`src/esq_pkg.sv`:
```
package esq_pkg;

  typedef enum logic [1:0] {
    PH_IDLE  = 2'd0,
    PH_DELAY = 2'd1,
    PH_PULSE = 2'd2
  } phase_t;

  typedef logic [2:0] reg_idx_t;

  localparam reg_idx_t REG_DAQ_DELAY      = 3'd0;
  localparam reg_idx_t REG_PULSE_WIDTH    = 3'd1;
  localparam reg_idx_t REG_CAMERA_EVERY   = 3'd2;
  localparam reg_idx_t REG_BASELINE_SHOTS = 3'd3;
  localparam reg_idx_t REG_RECORD_LENGTH  = 3'd4;
  localparam reg_idx_t REG_CYCLE_LENGTH   = 3'd5;

  localparam int unsigned ADDR_W = 5;
  localparam int unsigned DATA_W = 32;
  localparam int unsigned S_TDATA_W = 8;
  localparam int unsigned M_TDATA_W = 80;
  localparam int unsigned TOTAL_W = 32;

  // line word: bit0 daq, bit1 camera, bit2 stimulus, bit3 block
  localparam logic [3:0] BLOCK_WORD = 4'b1000;
  localparam logic [2:0] MASK_DAQ   = 3'b001;
  localparam logic [2:0] MASK_CAM   = 3'b010;
  localparam logic [2:0] MASK_STIM  = 3'b100;

  typedef struct packed {
    logic [TOTAL_W-1:0] cycle_total;
    logic [TOTAL_W-1:0] shot_total;
    logic               busy;
    logic [3:0]         lamp;
    logic [3:0]         lines;
  } res_t;

endpackage

```
`src/esq_regs.sv`:
```
module esq_regs #(
  parameter int unsigned COUNT_WIDTH = 24
) (
  input  logic                        clk,
  input  logic                        rst,
  input  logic                        psel,
  input  logic                        penable,
  input  logic                        pwrite,
  input  logic [esq_pkg::ADDR_W-1:0]  paddr,
  input  logic [esq_pkg::DATA_W-1:0]  pwdata,
  output logic [esq_pkg::DATA_W-1:0]  prdata,
  output logic                        pready,
  output logic [COUNT_WIDTH-1:0]      daq_delay,
  output logic [COUNT_WIDTH-1:0]      pulse_width,
  output logic [COUNT_WIDTH-1:0]      camera_every,
  output logic [COUNT_WIDTH-1:0]      baseline_shots,
  output logic [COUNT_WIDTH-1:0]      record_length,
  output logic [COUNT_WIDTH-1:0]      cycle_length
);

  esq_pkg::reg_idx_t idx;
  logic wr_en;
  logic [COUNT_WIDTH-1:0] wval;
  logic [COUNT_WIDTH-1:0] rval;

  assign pready = 1'b1;
  assign idx = paddr[esq_pkg::ADDR_W-1:2];
  assign wr_en = psel & penable & pwrite & pready;
  assign wval = pwdata[COUNT_WIDTH-1:0];

  always_ff @(posedge clk) begin
    if (rst) begin
      daq_delay      <= '0;
      pulse_width    <= COUNT_WIDTH'(1);
      camera_every   <= COUNT_WIDTH'(1);
      baseline_shots <= '0;
      record_length  <= '1;
      cycle_length   <= '1;
    end else if (wr_en) begin
      unique case (idx)
        esq_pkg::REG_DAQ_DELAY:      daq_delay      <= wval;
        esq_pkg::REG_PULSE_WIDTH:    pulse_width    <= wval;
        esq_pkg::REG_CAMERA_EVERY:   camera_every   <= wval;
        esq_pkg::REG_BASELINE_SHOTS: baseline_shots <= wval;
        esq_pkg::REG_RECORD_LENGTH:  record_length  <= wval;
        esq_pkg::REG_CYCLE_LENGTH:   cycle_length   <= wval;
        default: ;
      endcase
    end
  end

  always_comb begin
    unique case (idx)
      esq_pkg::REG_DAQ_DELAY:      rval = daq_delay;
      esq_pkg::REG_PULSE_WIDTH:    rval = pulse_width;
      esq_pkg::REG_CAMERA_EVERY:   rval = camera_every;
      esq_pkg::REG_BASELINE_SHOTS: rval = baseline_shots;
      esq_pkg::REG_RECORD_LENGTH:  rval = record_length;
      esq_pkg::REG_CYCLE_LENGTH:   rval = cycle_length;
      default:                     rval = '0;
    endcase
  end

  assign prdata = esq_pkg::DATA_W'(rval);

endmodule

```
`src/esq_in_stage.sv`:
```
module esq_in_stage (
  input  logic clk,
  input  logic rst,
  input  logic in_valid,
  input  logic in_level,
  output logic in_ready,
  input  logic take,
  output logic held_valid,
  output logic held_level
);

  // refills in the same cycle the held word is consumed
  assign in_ready = ~held_valid | take;

  always_ff @(posedge clk) begin
    if (rst) begin
      held_valid <= 1'b0;
    end else if (in_ready) begin
      held_valid <= in_valid;
    end
  end

  always_ff @(posedge clk) begin
    if (in_ready && in_valid) begin
      held_level <= in_level;
    end
  end

endmodule

```
`src/esq_core.sv`:
```
module esq_core #(
  parameter int unsigned COUNT_WIDTH = 24
) (
  input  logic                   clk,
  input  logic                   rst,
  input  logic                   step,
  input  logic                   level,
  input  logic [COUNT_WIDTH-1:0] daq_delay,
  input  logic [COUNT_WIDTH-1:0] pulse_width,
  input  logic [COUNT_WIDTH-1:0] camera_every,
  input  logic [COUNT_WIDTH-1:0] baseline_shots,
  input  logic [COUNT_WIDTH-1:0] record_length,
  input  logic [COUNT_WIDTH-1:0] cycle_length,
  output esq_pkg::res_t          res
);

  logic                        last_level, last_level_next;
  esq_pkg::phase_t             phase, phase_next;
  logic [COUNT_WIDTH-1:0]      tick_count, tick_count_next;
  logic [COUNT_WIDTH-1:0]      shot_index, shot_index_next;
  logic [COUNT_WIDTH-1:0]      camera_phase, camera_phase_next;
  logic [2:0]                  shot_mask, shot_mask_next;
  logic [3:0]                  line_bits, line_bits_next;
  logic [3:0]                  lamp_latch, lamp_latch_next;
  logic [esq_pkg::TOTAL_W-1:0] shots_taken, shots_taken_next;
  logic [esq_pkg::TOTAL_W-1:0] cycles_done, cycles_done_next;

  logic                   rise;
  logic                   finish;
  logic [COUNT_WIDTH-1:0] every;
  logic [COUNT_WIDTH-1:0] idx_inc;
  logic [COUNT_WIDTH-1:0] cam_inc;

  assign rise    = level & ~last_level;
  assign every   = (camera_every == '0) ? COUNT_WIDTH'(1) : camera_every;
  assign idx_inc = shot_index + COUNT_WIDTH'(1);
  assign cam_inc = camera_phase + COUNT_WIDTH'(1);

  always_comb begin
    last_level_next   = level;
    phase_next        = phase;
    tick_count_next   = tick_count;
    shot_index_next   = shot_index;
    camera_phase_next = camera_phase;
    shot_mask_next    = shot_mask;
    line_bits_next    = line_bits;
    lamp_latch_next   = lamp_latch;
    shots_taken_next  = shots_taken;
    cycles_done_next  = cycles_done;
    finish            = 1'b0;

    unique case (phase)
      esq_pkg::PH_DELAY: begin
        if (tick_count >= daq_delay) begin
          if (shot_mask == 3'b000) begin
            // blocked shot: raise and hold the block line
            line_bits_next  = esq_pkg::BLOCK_WORD;
            lamp_latch_next = esq_pkg::BLOCK_WORD;
            finish          = 1'b1;
          end else begin
            lamp_latch_next = {1'b0, shot_mask};
            if (pulse_width == '0) begin
              line_bits_next = '0;
              finish         = 1'b1;
            end else begin
              line_bits_next  = {1'b0, shot_mask};
              tick_count_next = COUNT_WIDTH'(1);
              phase_next      = esq_pkg::PH_PULSE;
            end
          end
        end else begin
          tick_count_next = tick_count + COUNT_WIDTH'(1);
        end
      end
      esq_pkg::PH_PULSE: begin
        if (tick_count >= pulse_width) begin
          line_bits_next = '0;
          finish         = 1'b1;
        end else begin
          tick_count_next = tick_count + COUNT_WIDTH'(1);
        end
      end
      default: begin
        phase_next = esq_pkg::PH_IDLE;
        if (rise) begin
          if (shot_index >= record_length) begin
            shot_mask_next = 3'b000;
          end else begin
            shot_mask_next = esq_pkg::MASK_DAQ;
            if (camera_phase == '0) shot_mask_next = shot_mask_next | esq_pkg::MASK_CAM;
            if (shot_index == baseline_shots) begin
              shot_mask_next = shot_mask_next | esq_pkg::MASK_STIM;
            end
          end
          tick_count_next = '0;
          phase_next      = esq_pkg::PH_DELAY;
        end
      end
    endcase

    if (finish) begin
      shots_taken_next = shots_taken + esq_pkg::TOTAL_W'(1);
      if (shot_index == cycle_length) begin
        shot_index_next   = '0;
        camera_phase_next = '0;
        cycles_done_next  = cycles_done + esq_pkg::TOTAL_W'(1);
      end else begin
        shot_index_next = idx_inc;
        // index wrapped at its width: restart camera count, no cycle counted
        if (idx_inc == '0) begin
          camera_phase_next = '0;
        end else begin
          camera_phase_next = (cam_inc >= every) ? '0 : cam_inc;
        end
      end
      phase_next = esq_pkg::PH_IDLE;
    end
  end

  always_ff @(posedge clk) begin
    if (rst) begin
      last_level   <= 1'b0;
      phase        <= esq_pkg::PH_IDLE;
      tick_count   <= '0;
      shot_index   <= '0;
      camera_phase <= '0;
      shot_mask    <= '0;
      line_bits    <= '0;
      lamp_latch   <= '0;
      shots_taken  <= '0;
      cycles_done  <= '0;
    end else if (step) begin
      last_level   <= last_level_next;
      phase        <= phase_next;
      tick_count   <= tick_count_next;
      shot_index   <= shot_index_next;
      camera_phase <= camera_phase_next;
      shot_mask    <= shot_mask_next;
      line_bits    <= line_bits_next;
      lamp_latch   <= lamp_latch_next;
      shots_taken  <= shots_taken_next;
      cycles_done  <= cycles_done_next;
    end
  end

  always_comb begin
    res.lines       = line_bits_next;
    res.lamp        = lamp_latch_next;
    res.busy        = (phase_next != esq_pkg::PH_IDLE);
    res.shot_total  = shots_taken_next;
    res.cycle_total = cycles_done_next;
  end

endmodule

```
`src/esq_out_stage.sv`:
```
module esq_out_stage (
  input  logic          clk,
  input  logic          rst,
  input  logic          load,
  input  esq_pkg::res_t res_in,
  output logic          free,
  output logic          out_valid,
  input  logic          out_ready,
  output esq_pkg::res_t res_q
);

  assign free = ~out_valid | out_ready;

  always_ff @(posedge clk) begin
    if (rst) begin
      out_valid <= 1'b0;
    end else if (free) begin
      out_valid <= load;
    end
  end

  always_ff @(posedge clk) begin
    if (load) begin
      res_q <= res_in;
    end
  end

endmodule

```
`src/edge_driven_shot_sequencer.sv`:
```
// a tick word accepted into the input register is taken once the result register is free
// throughput: one tick word per cycle; the input register and the result register
// decouple the two sides, so only a stalled result register holds back the input
// reset: synchronous, active high; counters, phase and lines clear, registers take
// their reset values; no clearing pass, the block accepts words right after reset
module edge_driven_shot_sequencer #(
  parameter int unsigned COUNT_WIDTH = 24
) (
  input  logic                          clk,
  input  logic                          rst,
  input  logic                          s_tvalid,
  output logic                          s_tready,
  input  logic [esq_pkg::S_TDATA_W-1:0] s_tdata,  // [0] trigger_level, [7:1] zero
  output logic                          m_tvalid,
  input  logic                          m_tready,
  // [0] daq_line, [1] camera_line, [2] stim_line, [3] block_line, [7:4] lamp_bits,
  // [8] busy_res, [40:9] shot_total, [72:41] cycle_total, [79:73] zero
  output logic [esq_pkg::M_TDATA_W-1:0] m_tdata,
  input  logic                          psel,
  input  logic                          penable,
  input  logic                          pwrite,
  input  logic [esq_pkg::ADDR_W-1:0]    paddr,
  input  logic [esq_pkg::DATA_W-1:0]    pwdata,
  output logic [esq_pkg::DATA_W-1:0]    prdata,
  output logic                          pready
);

  logic [COUNT_WIDTH-1:0] daq_delay, pulse_width, camera_every;
  logic [COUNT_WIDTH-1:0] baseline_shots, record_length, cycle_length;

  logic          held_valid, held_level;
  logic          out_free, step;
  esq_pkg::res_t res_next, res_q;

  assign step = held_valid & out_free;

  esq_regs #(.COUNT_WIDTH(COUNT_WIDTH)) u_regs (
    .clk            (clk),
    .rst            (rst),
    .psel           (psel),
    .penable        (penable),
    .pwrite         (pwrite),
    .paddr          (paddr),
    .pwdata         (pwdata),
    .prdata         (prdata),
    .pready         (pready),
    .daq_delay      (daq_delay),
    .pulse_width    (pulse_width),
    .camera_every   (camera_every),
    .baseline_shots (baseline_shots),
    .record_length  (record_length),
    .cycle_length   (cycle_length)
  );

  esq_in_stage u_in (
    .clk        (clk),
    .rst        (rst),
    .in_valid   (s_tvalid),
    .in_level   (s_tdata[0]),
    .in_ready   (s_tready),
    .take       (step),
    .held_valid (held_valid),
    .held_level (held_level)
  );

  esq_core #(.COUNT_WIDTH(COUNT_WIDTH)) u_core (
    .clk            (clk),
    .rst            (rst),
    .step           (step),
    .level          (held_level),
    .daq_delay      (daq_delay),
    .pulse_width    (pulse_width),
    .camera_every   (camera_every),
    .baseline_shots (baseline_shots),
    .record_length  (record_length),
    .cycle_length   (cycle_length),
    .res            (res_next)
  );

  esq_out_stage u_out (
    .clk       (clk),
    .rst       (rst),
    .load      (step),
    .res_in    (res_next),
    .free      (out_free),
    .out_valid (m_tvalid),
    .out_ready (m_tready),
    .res_q     (res_q)
  );

  assign m_tdata = {7'b0000000, res_q.cycle_total, res_q.shot_total, res_q.busy,
                    res_q.lamp, res_q.lines};

endmodule

```
`config.mk`:
```
export PLATFORM = sky130hd
export DESIGN_NAME = edge_driven_shot_sequencer
export DESIGN_NICKNAME = d
export VERILOG_FILES = /design/src/esq_pkg.sv /design/src/esq_regs.sv /design/src/esq_in_stage.sv /design/src/esq_core.sv /design/src/esq_out_stage.sv /design/src/edge_driven_shot_sequencer.sv
export SDC_FILE = /design/constraint.sdc
export NUM_CORES = 1
export LEC_CHECK = 0
export ABC_AREA = 1
export BUFFER_PORTS_ARGS = -buffer_cell sky130_fd_sc_hd__buf_2
export CAP_MARGIN = 20
export CELL_PAD_IN_SITES_DETAIL_PLACEMENT = 1
export CELL_PAD_IN_SITES_GLOBAL_PLACEMENT = 2
export CORE_MARGIN = 3
export CORE_UTILIZATION = 25
export DETAILED_ROUTE_END_ITERATION = 10
export GPL_TIMING_DRIVEN = 0
export PLACE_DENSITY_LB_ADDON = 0.1
export SLEW_MARGIN = 20
export SYNTH_ARGS = -nofsm -noshare
export SYNTH_HDL_FRONTEND = slang
export SYNTH_SLANG_ARGS = --single-unit
```
`constraint.sdc`:
```
create_clock -name clk -period 4.61 [get_ports clk]
set_input_delay 0.922 -clock clk [delete_from_list [all_inputs] [get_ports clk]]
set_output_delay 0.922 -clock clk [all_outputs]
set_load 0.005 [all_outputs]
```
== Word-level counts from Yosys, hierarchy flattened ==
Index checks and enable logic that the tools add are counted.

* Logic and storage cells: 111
* Latch bits: 0
* Memories kept: 0
* Memory bits (writable): 0
* Input port bits: 52
* Bits in read-only memories: 0
* Flip-flop bits (word level): 370

* Eq/ne operators: 12
* Reductions and logical operators: 19
* Bitwise operators: 10
* Magnitude comparators: 4
* $add $sub $neg: 5
* Shifts and indexed selects: 0
* $mul: 0
* Muxes and demuxes: 37
* Div/mod/pow operators: 0

{| class="wikitable"
|+ Operator list
! operator !! count
|-
| 24-bit 2-to-1 mux || 10
|-
| 24-bit one-hot mux with 6 select lines || 1
|-
| 24-bit >= comparator || 4
|-
| 24-bit logical NOT || 4
|-
| 32-bit 2-to-1 mux || 3
|-
| 24-bit by 1-bit adder with 24-bit output, second input constant || 3
|-
| 32-bit by 1-bit adder with 32-bit output, second input constant || 2
|-
| 24-bit == test || 2
|-
| 24-bit one-hot mux with 2 select lines || 1
|-
| 4-bit 2-to-1 mux || 6
|-
| 2-bit AND reduction || 7
|-
| 2-bit 2-to-1 mux || 5
|-
| 3-bit 2-to-1 mux || 3
|-
| 4-bit one-hot mux with 2 select lines || 1
|-
| 3-bit by 2-bit == test with 1-bit output, second input constant || 2
|-
| 3-bit == test, second input constant || 2
|-
| 3-bit logical NOT || 2
|-
| 3-bit inequality test, second input constant || 2
|-
| 1-bit 2-to-1 mux || 5
|-
| 5-bit AND reduction || 1
|-
| 1-bit AND || 4
|-
| 1-bit inverter || 4
|-
| 2-bit one-hot mux with 2 select lines || 1
|-
| 3-bit by 1-bit == test with 1-bit output, second input constant || 1
|-
| 10 further kinds || 11
|}

== Depth between registers and ports, before layout ==
* Word-level depth: 7
* Depth in mapped cells: 22
* Depth with buffers taken out: 21

== By module ==
A second synthesis with hierarchy kept.

* Cell total of the unflattened synthesis: 3,732
* Area, all modules: 24,192.0 sq um

{| class="wikitable"
|+ Modules (own cells, without submodules)
! module !! cells an instance !! seq. area each (sq um) !! times used !! area each (sq um)
|-
| esq_core || 2,552 || 3,002.9 || 1 || 14,818.0
|-
| esq_regs || 1,085 || 2,882.8 || 1 || 6,998.0
|-
| esq_out_stage || 78 || 2,212.1 || 1 || 2,234.6
|-
| esq_in_stage || 7 || 50.0 || 1 || 77.6
|-
| edge_driven_shot_sequencer || 10 || 0.0 || 1 || 63.8
|}

== Least setup slack after synthesis ==
OpenSTA, ideal clock, no wires.

* Path type: input-to-reg
* From: in m_tready
* To: reg u_out.res_q[0] (netlist name)
* Data required time: 4.144 ns
* Setup slack: 0.657 ns
* Stages: 5
* Path buffers: 1
* Setup time: 0.466 ns
* Arrival: 3.487 ns
* Path through: inv_1 -> nand2_1 -> nand2_1 -> inv_2 -> buf_1

* Cells in the longest elaborated chain, start to end: 2

{| class="wikitable"
|+ Ends and longest elaborated chain
! item !! line !! RTL
|-
| start, declared || edge_driven_shot_sequencer.sv:15 || <nowiki>input logic m_tready,</nowiki>
|-
| 1-bit bitwise OR || esq_out_stage.sv:12 || <nowiki>assign free = ~out_valid | out_ready;</nowiki>
|-
| 1-bit AND || edge_driven_shot_sequencer.sv:35 || <nowiki>assign step = held_valid & out_free;</nowiki>
|-
| via step || edge_driven_shot_sequencer.sv:32 || <nowiki>logic out_free, step;</nowiki>
|}

The timed path passes the listed nets, and every way through them passes these cells.
A chain may end at the register's enable or synchronous reset.

== Final worst setup path ==
* From: in paddr[2] (netlist bit)
* To: out prdata[2] (netlist bit)

* Cells in the longest elaborated chain, start to end: 2

{| class="wikitable"
|+ Ends and longest elaborated chain
! item !! line !! RTL
|-
| start, declared || edge_driven_shot_sequencer.sv:22 || <nowiki>input logic [esq_pkg::ADDR_W-1:0] paddr,</nowiki>
|-
| 3-bit == test, or another cell as far along || esq_regs.sv:53 || <nowiki>unique case (idx)</nowiki>
|-
| 24-bit one-hot mux with 6 select lines * || esq_regs.sv:53 ||
|-
| end, declared || edge_driven_shot_sequencer.sv:24 || <nowiki>output logic [esq_pkg::DATA_W-1:0] prdata,</nowiki>
|}

Every way passes the cells marked *; elsewhere a longest branch is shown, timed or not.

==> metrics.md <==
| Metric | Value |
|---|---|
| End point of the critical path | `prdata[2]` |
| Worst path bufs/invs | `4` |
| EDFF count, synth | `74` |
| LEAKAGE | `12.0 nW` |
| Reg2reg start | `u_core.camera_phase[0]$_SDFFE_PP0P_` |
| Die width | `306 um` |
| Vias in the first global route | `23600` |
| Seq/Total Area, Yosys | `36.1%` |
| Maximum vdd drop | `214 uV` |
| Cell Area, Synth | `0.0226 sq mm` |
| Via density | `4.89` |
| Synth area leaders | `dfxtp_1, nand2_1, edfxtp_1` |
| Largest net degree at the start of global routing | `34` |
| Clk_skew | `0.0325 ns` |
| RSZ-0062 raised after global routing | `false` |
| Worst reg2reg path depth | `20` |
| Drt drc | `0` |
| CP startpoint | `paddr[2]` |
| TritonRoute pass-1 iters | `5` |
| Tmin final | `4.26 ns` |
| Critical path required time | `3.69 ns` |
| Wire length per cell | `21.9 um` |
| Post-route ant nets | `0` |
| PD cells | `324 mW/mm^2` |
| Max-cap viol count | `0` |
| NetSw | `2.47 mW` |
| I/O Buffers | `132` |
| CP cell instances | `buf_2, inv_1, nor3_1, clkbuf_1, a22oi_1, o211ai_1, buf_2` |
| Status | `finished, final reports clean` |
| Clock power frac | `46.3%` |
| TritonCTS clock tree | `built` |
| # Post-CTS Setup Buffers | `0` |
| Cells after Synth | `3316` |
| Ant diodes | `0` |
| Final Wtd Congestion | `0.903` |
| CTS H-tree depth | `2` |
| Global route total overflow | `0` |
| Num CTS Buffers | `49` |
| Vias | `23100` |
| Clock slew at reported path FFs | `0.06 ns` |
| Combinational Power Share | `12.4%` |
| Max-slew violations | `0` |
| CTS root buf | `clkbuf_16` |
| Area growth syn-to-layout | `17.1%` |
| Tightest Pin Transition | `1.06 ns` |
| Inst Count DP | `4630` |
| Die Y-Extent | `306 um` |
| Netlist cell types | `41` |
| Reg2reg setup slack | `0.49 ns` |
| CP Class | `in2out` |
| Max Buffers Root-to-Sink | `3` |
| WP depth | `7` |
| Filler-free cell count of the finished design | `4719` |
| CP max stage delay | `0.77 ns` |
| Synth area leader | `dfxtp_1` |
| Synth warn | `0` |
| Yosys reg bits | `370` |
| Sw Ratio | `28.9%` |
| Skew-Pair Late Insertion Delay | `0.62 ns` |
| First-pass GRT wire length | `153 mm` |
| Initial antenna violation count | `1` |
| Die area | `0.0939 sq mm` |
| Overall global routing resource usage | `21.6%` |
| Final Core Density | `29.7%` |
| Initial Util | `25.4%` |
| Hold Fails Final Rpt | `0` |
| CORE AREA | `0.0889 sq mm` |
| Cell family with the largest share of critical-path delay | `buffers and inverters` |
| Post-synth top area share | `26.3%` |
| Crit Path Max Fanout | `10` |
| Final setup fails | `0` |
| Share of cells above drive strength 1 | `9.23%` |
| Clock Sinks | `370` |
| Mapped Avg Cell Area | `6.81 sq um` |
| Int Pwr | `6.09 mW` |
| Startpoint class of the critical path | `input port` |
| Slowest cell on the critical path | `nor3_1` |
| Top Ports | `167` |
| NumNets Final | `3672` |
| Worst hold slack | `0.462 ns` |
| WP data arrival | `3.34 ns` |
| Slew Limit Headroom | `29.0%` |
| Final worst slack | `0.352 ns` |
| Final WL | `103 mm` |
| Hpwl dp | `82.8 mm` |
| Worst slack, placed | `0.260 ns` |
| Critical path endpoint category | `output port` |
| FFs w/ async S/R, synth | `0%` |
| Fill count | `11100` |
| Final worst-path cycle share | `92.4%` |
| Initial DRC Count | `1363` |
| Main synth FF type | `dfxtp_1` |
| Maximum clock frequency | `235 MHz` |
| Std-Cell Rows | `109` |
| Worst path most repeated cell | `buf_2` |
| Seq pwr share | `41.2%` |
| RR Endpoint | `u_core.camera_phase[9]$_SDFFE_PP0P_` |
| Worst min-delay path class | `reg2reg` |
layout by cell type (no fill, tap or decap), types with 19 or more instances in the layout:
master       n
a21oi_1    247
buf_2      165
buf_4       24
ha_1       104
edfxtp_1    74
xnor2_1     19
clkbuf_16   50
inv_2       19
nand4_1     58
o21ai_0    200
clkbuf_1   112
nand2_1    804
a22oi_1     20
inv_1      375
xor2_1     109
nand3_1    251
nor3_1      58
nor2_1     372
dfxtp_1    296
how the worst min path moves through the flow:
stage                                              start                              to  slack [ns]  depth (start not counted)
after detailed placement  u_core.last_level$_SDFFE_PP0P_  u_core.last_level$_SDFFE_PP0P_        0.46                          2
after floorplan           u_core.last_level$_SDFFE_PP0P_  u_core.last_level$_SDFFE_PP0P_        0.43                          2
after global routing                          s_tdata[0]       u_in.held_level$_DFFE_PP_        0.46                          1
final                     u_core.last_level$_SDFFE_PP0P_  u_core.last_level$_SDFFE_PP0P_        0.46                          2
after CTS                                     s_tdata[0]       u_in.held_level$_DFFE_PP_        0.44                          1
after global placement    u_core.last_level$_SDFFE_PP0P_  u_core.last_level$_SDFFE_PP0P_        0.44                          2
worst register-to-register path, cell delays in order (launching register included):
cell      delay [ns]
dfxtp_1         0.44
ha_1            0.31
nand2_1         0.14
nor3_2          0.42
nand4_1         0.27
nor2_1          0.21
xor2_1          0.33
inv_1           0.10
ha_1            0.29
nand2_1         0.06
nor2_1          0.16
nand4_1         0.15
nor2_1          0.13
nand2_1         0.05
nand4_1         0.22
clkbuf_2        0.33
nor2_1          0.10
nand3_2         0.09
nor2_1          0.04
nor2_1          0.09
nor2_1          0.04
what timing repair did:
item,CTS,global route
resized for setup,0,4
hold buffers,0,0
hold endpoints to repair,0,0
endpoints found under the setup margin,0,9
final cells by class:
| type | count | area [sq um] | share of cell area (%) |
|---|---|---|---|
| multi-input combinational | 2386 | 12200 | 46.0 |
| sequential | 370 | 8150 | 30.8 |
| inverter | 395 | 1480 | 5.61 |
| tap | 1165 | 1460 | 5.52 |
| clock buffer | 61 | 1310 | 4.97 |
| buffer | 179 | 845 | 3.20 |
| timing repair buffer | 135 | 708 | 2.68 |
| clock inverter | 28 | 314 | 1.19 |
flip-flops by register name, indices dropped and copies added (netlist names), 2 cells and up:
name                   count
u_core.phase               2
u_out.res_q               73
u_core.shot_index         24
u_regs.cycle_length       24
u_regs.camera_every       24
u_regs.baseline_shots     24
u_core.cycles_done        32
u_core.line_bits           4
u_core.lamp_latch          4
u_regs.pulse_width        24
u_regs.daq_delay          24
u_core.camera_phase       24
u_core.shot_mask           3
u_core.shots_taken        32
u_regs.record_length      24
u_core.tick_count         24
cells in the mapped netlist (8+ instances only):
cell type	number
edfxtp_1	74
nor2_1	372
ha_1	104
o21ai_1	10
clkbuf_1	105
a21oi_1	247
nor3_1	58
o21ai_0	200
nand3_1	251
nand3_2	8
inv_1	375
dfxtp_1	296
nand2_1	804
nor4_1	15
buf_2	32
inv_2	19
buf_1	10
a221oi_1	14
o22ai_1	14
buf_4	23
xor2_1	109
nand4_1	58
a22oi_1	20
xnor2_1	19
o211ai_1	16
power by group through the flow:
stage	clock [mW]	combinational (mW)	sequential, mW
6_report	3.96	1.07	3.53
5_1_grt	4.22	1.19	3.54
4_1_cts	4.10	1.08	3.53
3_5_place_dp	0	1.08	3.60
3_3_place_gp	0	1.05	3.60
2_1_floorplan	0	0.613	3.57
kinds of logic after synthesis:
kind of cell | Yosys count | share of synthesized area (%)
AO/OA/AOI/OAI | 546 | 13.2
XOR/XNOR | 128 | 4.97
adder cells (fa/ha/maj) | 104 | 5.76
buffers and inverters | 574 | 10.3
flip-flops | 370 | 36.1
other | 2 | 0.0333
AND/OR/NAND/NOR | 1592 | 29.7
metal layers:
| metal | up-vias | share of wire, % | routed length (um) | global-route usage, % |
|---|---|---|---|---|
| met4 | 0 | 2.2 | 2300 | 5.14 |
| met5 | - | 0 | 0 | 0 |
| met1 | 11300 | 47 | 49000 | 29.4 |
| met3 | 120 | 4.0 | 4160 | 2.55 |
| li1 | 11200 | - | - | - |
| met2 | 478 | 46 | 47900 | 36.5 |
per-stage QoR:
stage / cell area, sq um / total power [mW] / TNS (ns)
global placement: 24700 / 4.65 / -80.95
CTS: 26400 / 8.71 / 0
global route: 26400 / 8.96 / 0
floorplan: 22600 / 4.18 / 0
detailed placement: 24800 / 4.68 / 0
finish: 26400 / 8.56 / 0
(Power assumes the default switching activity.)
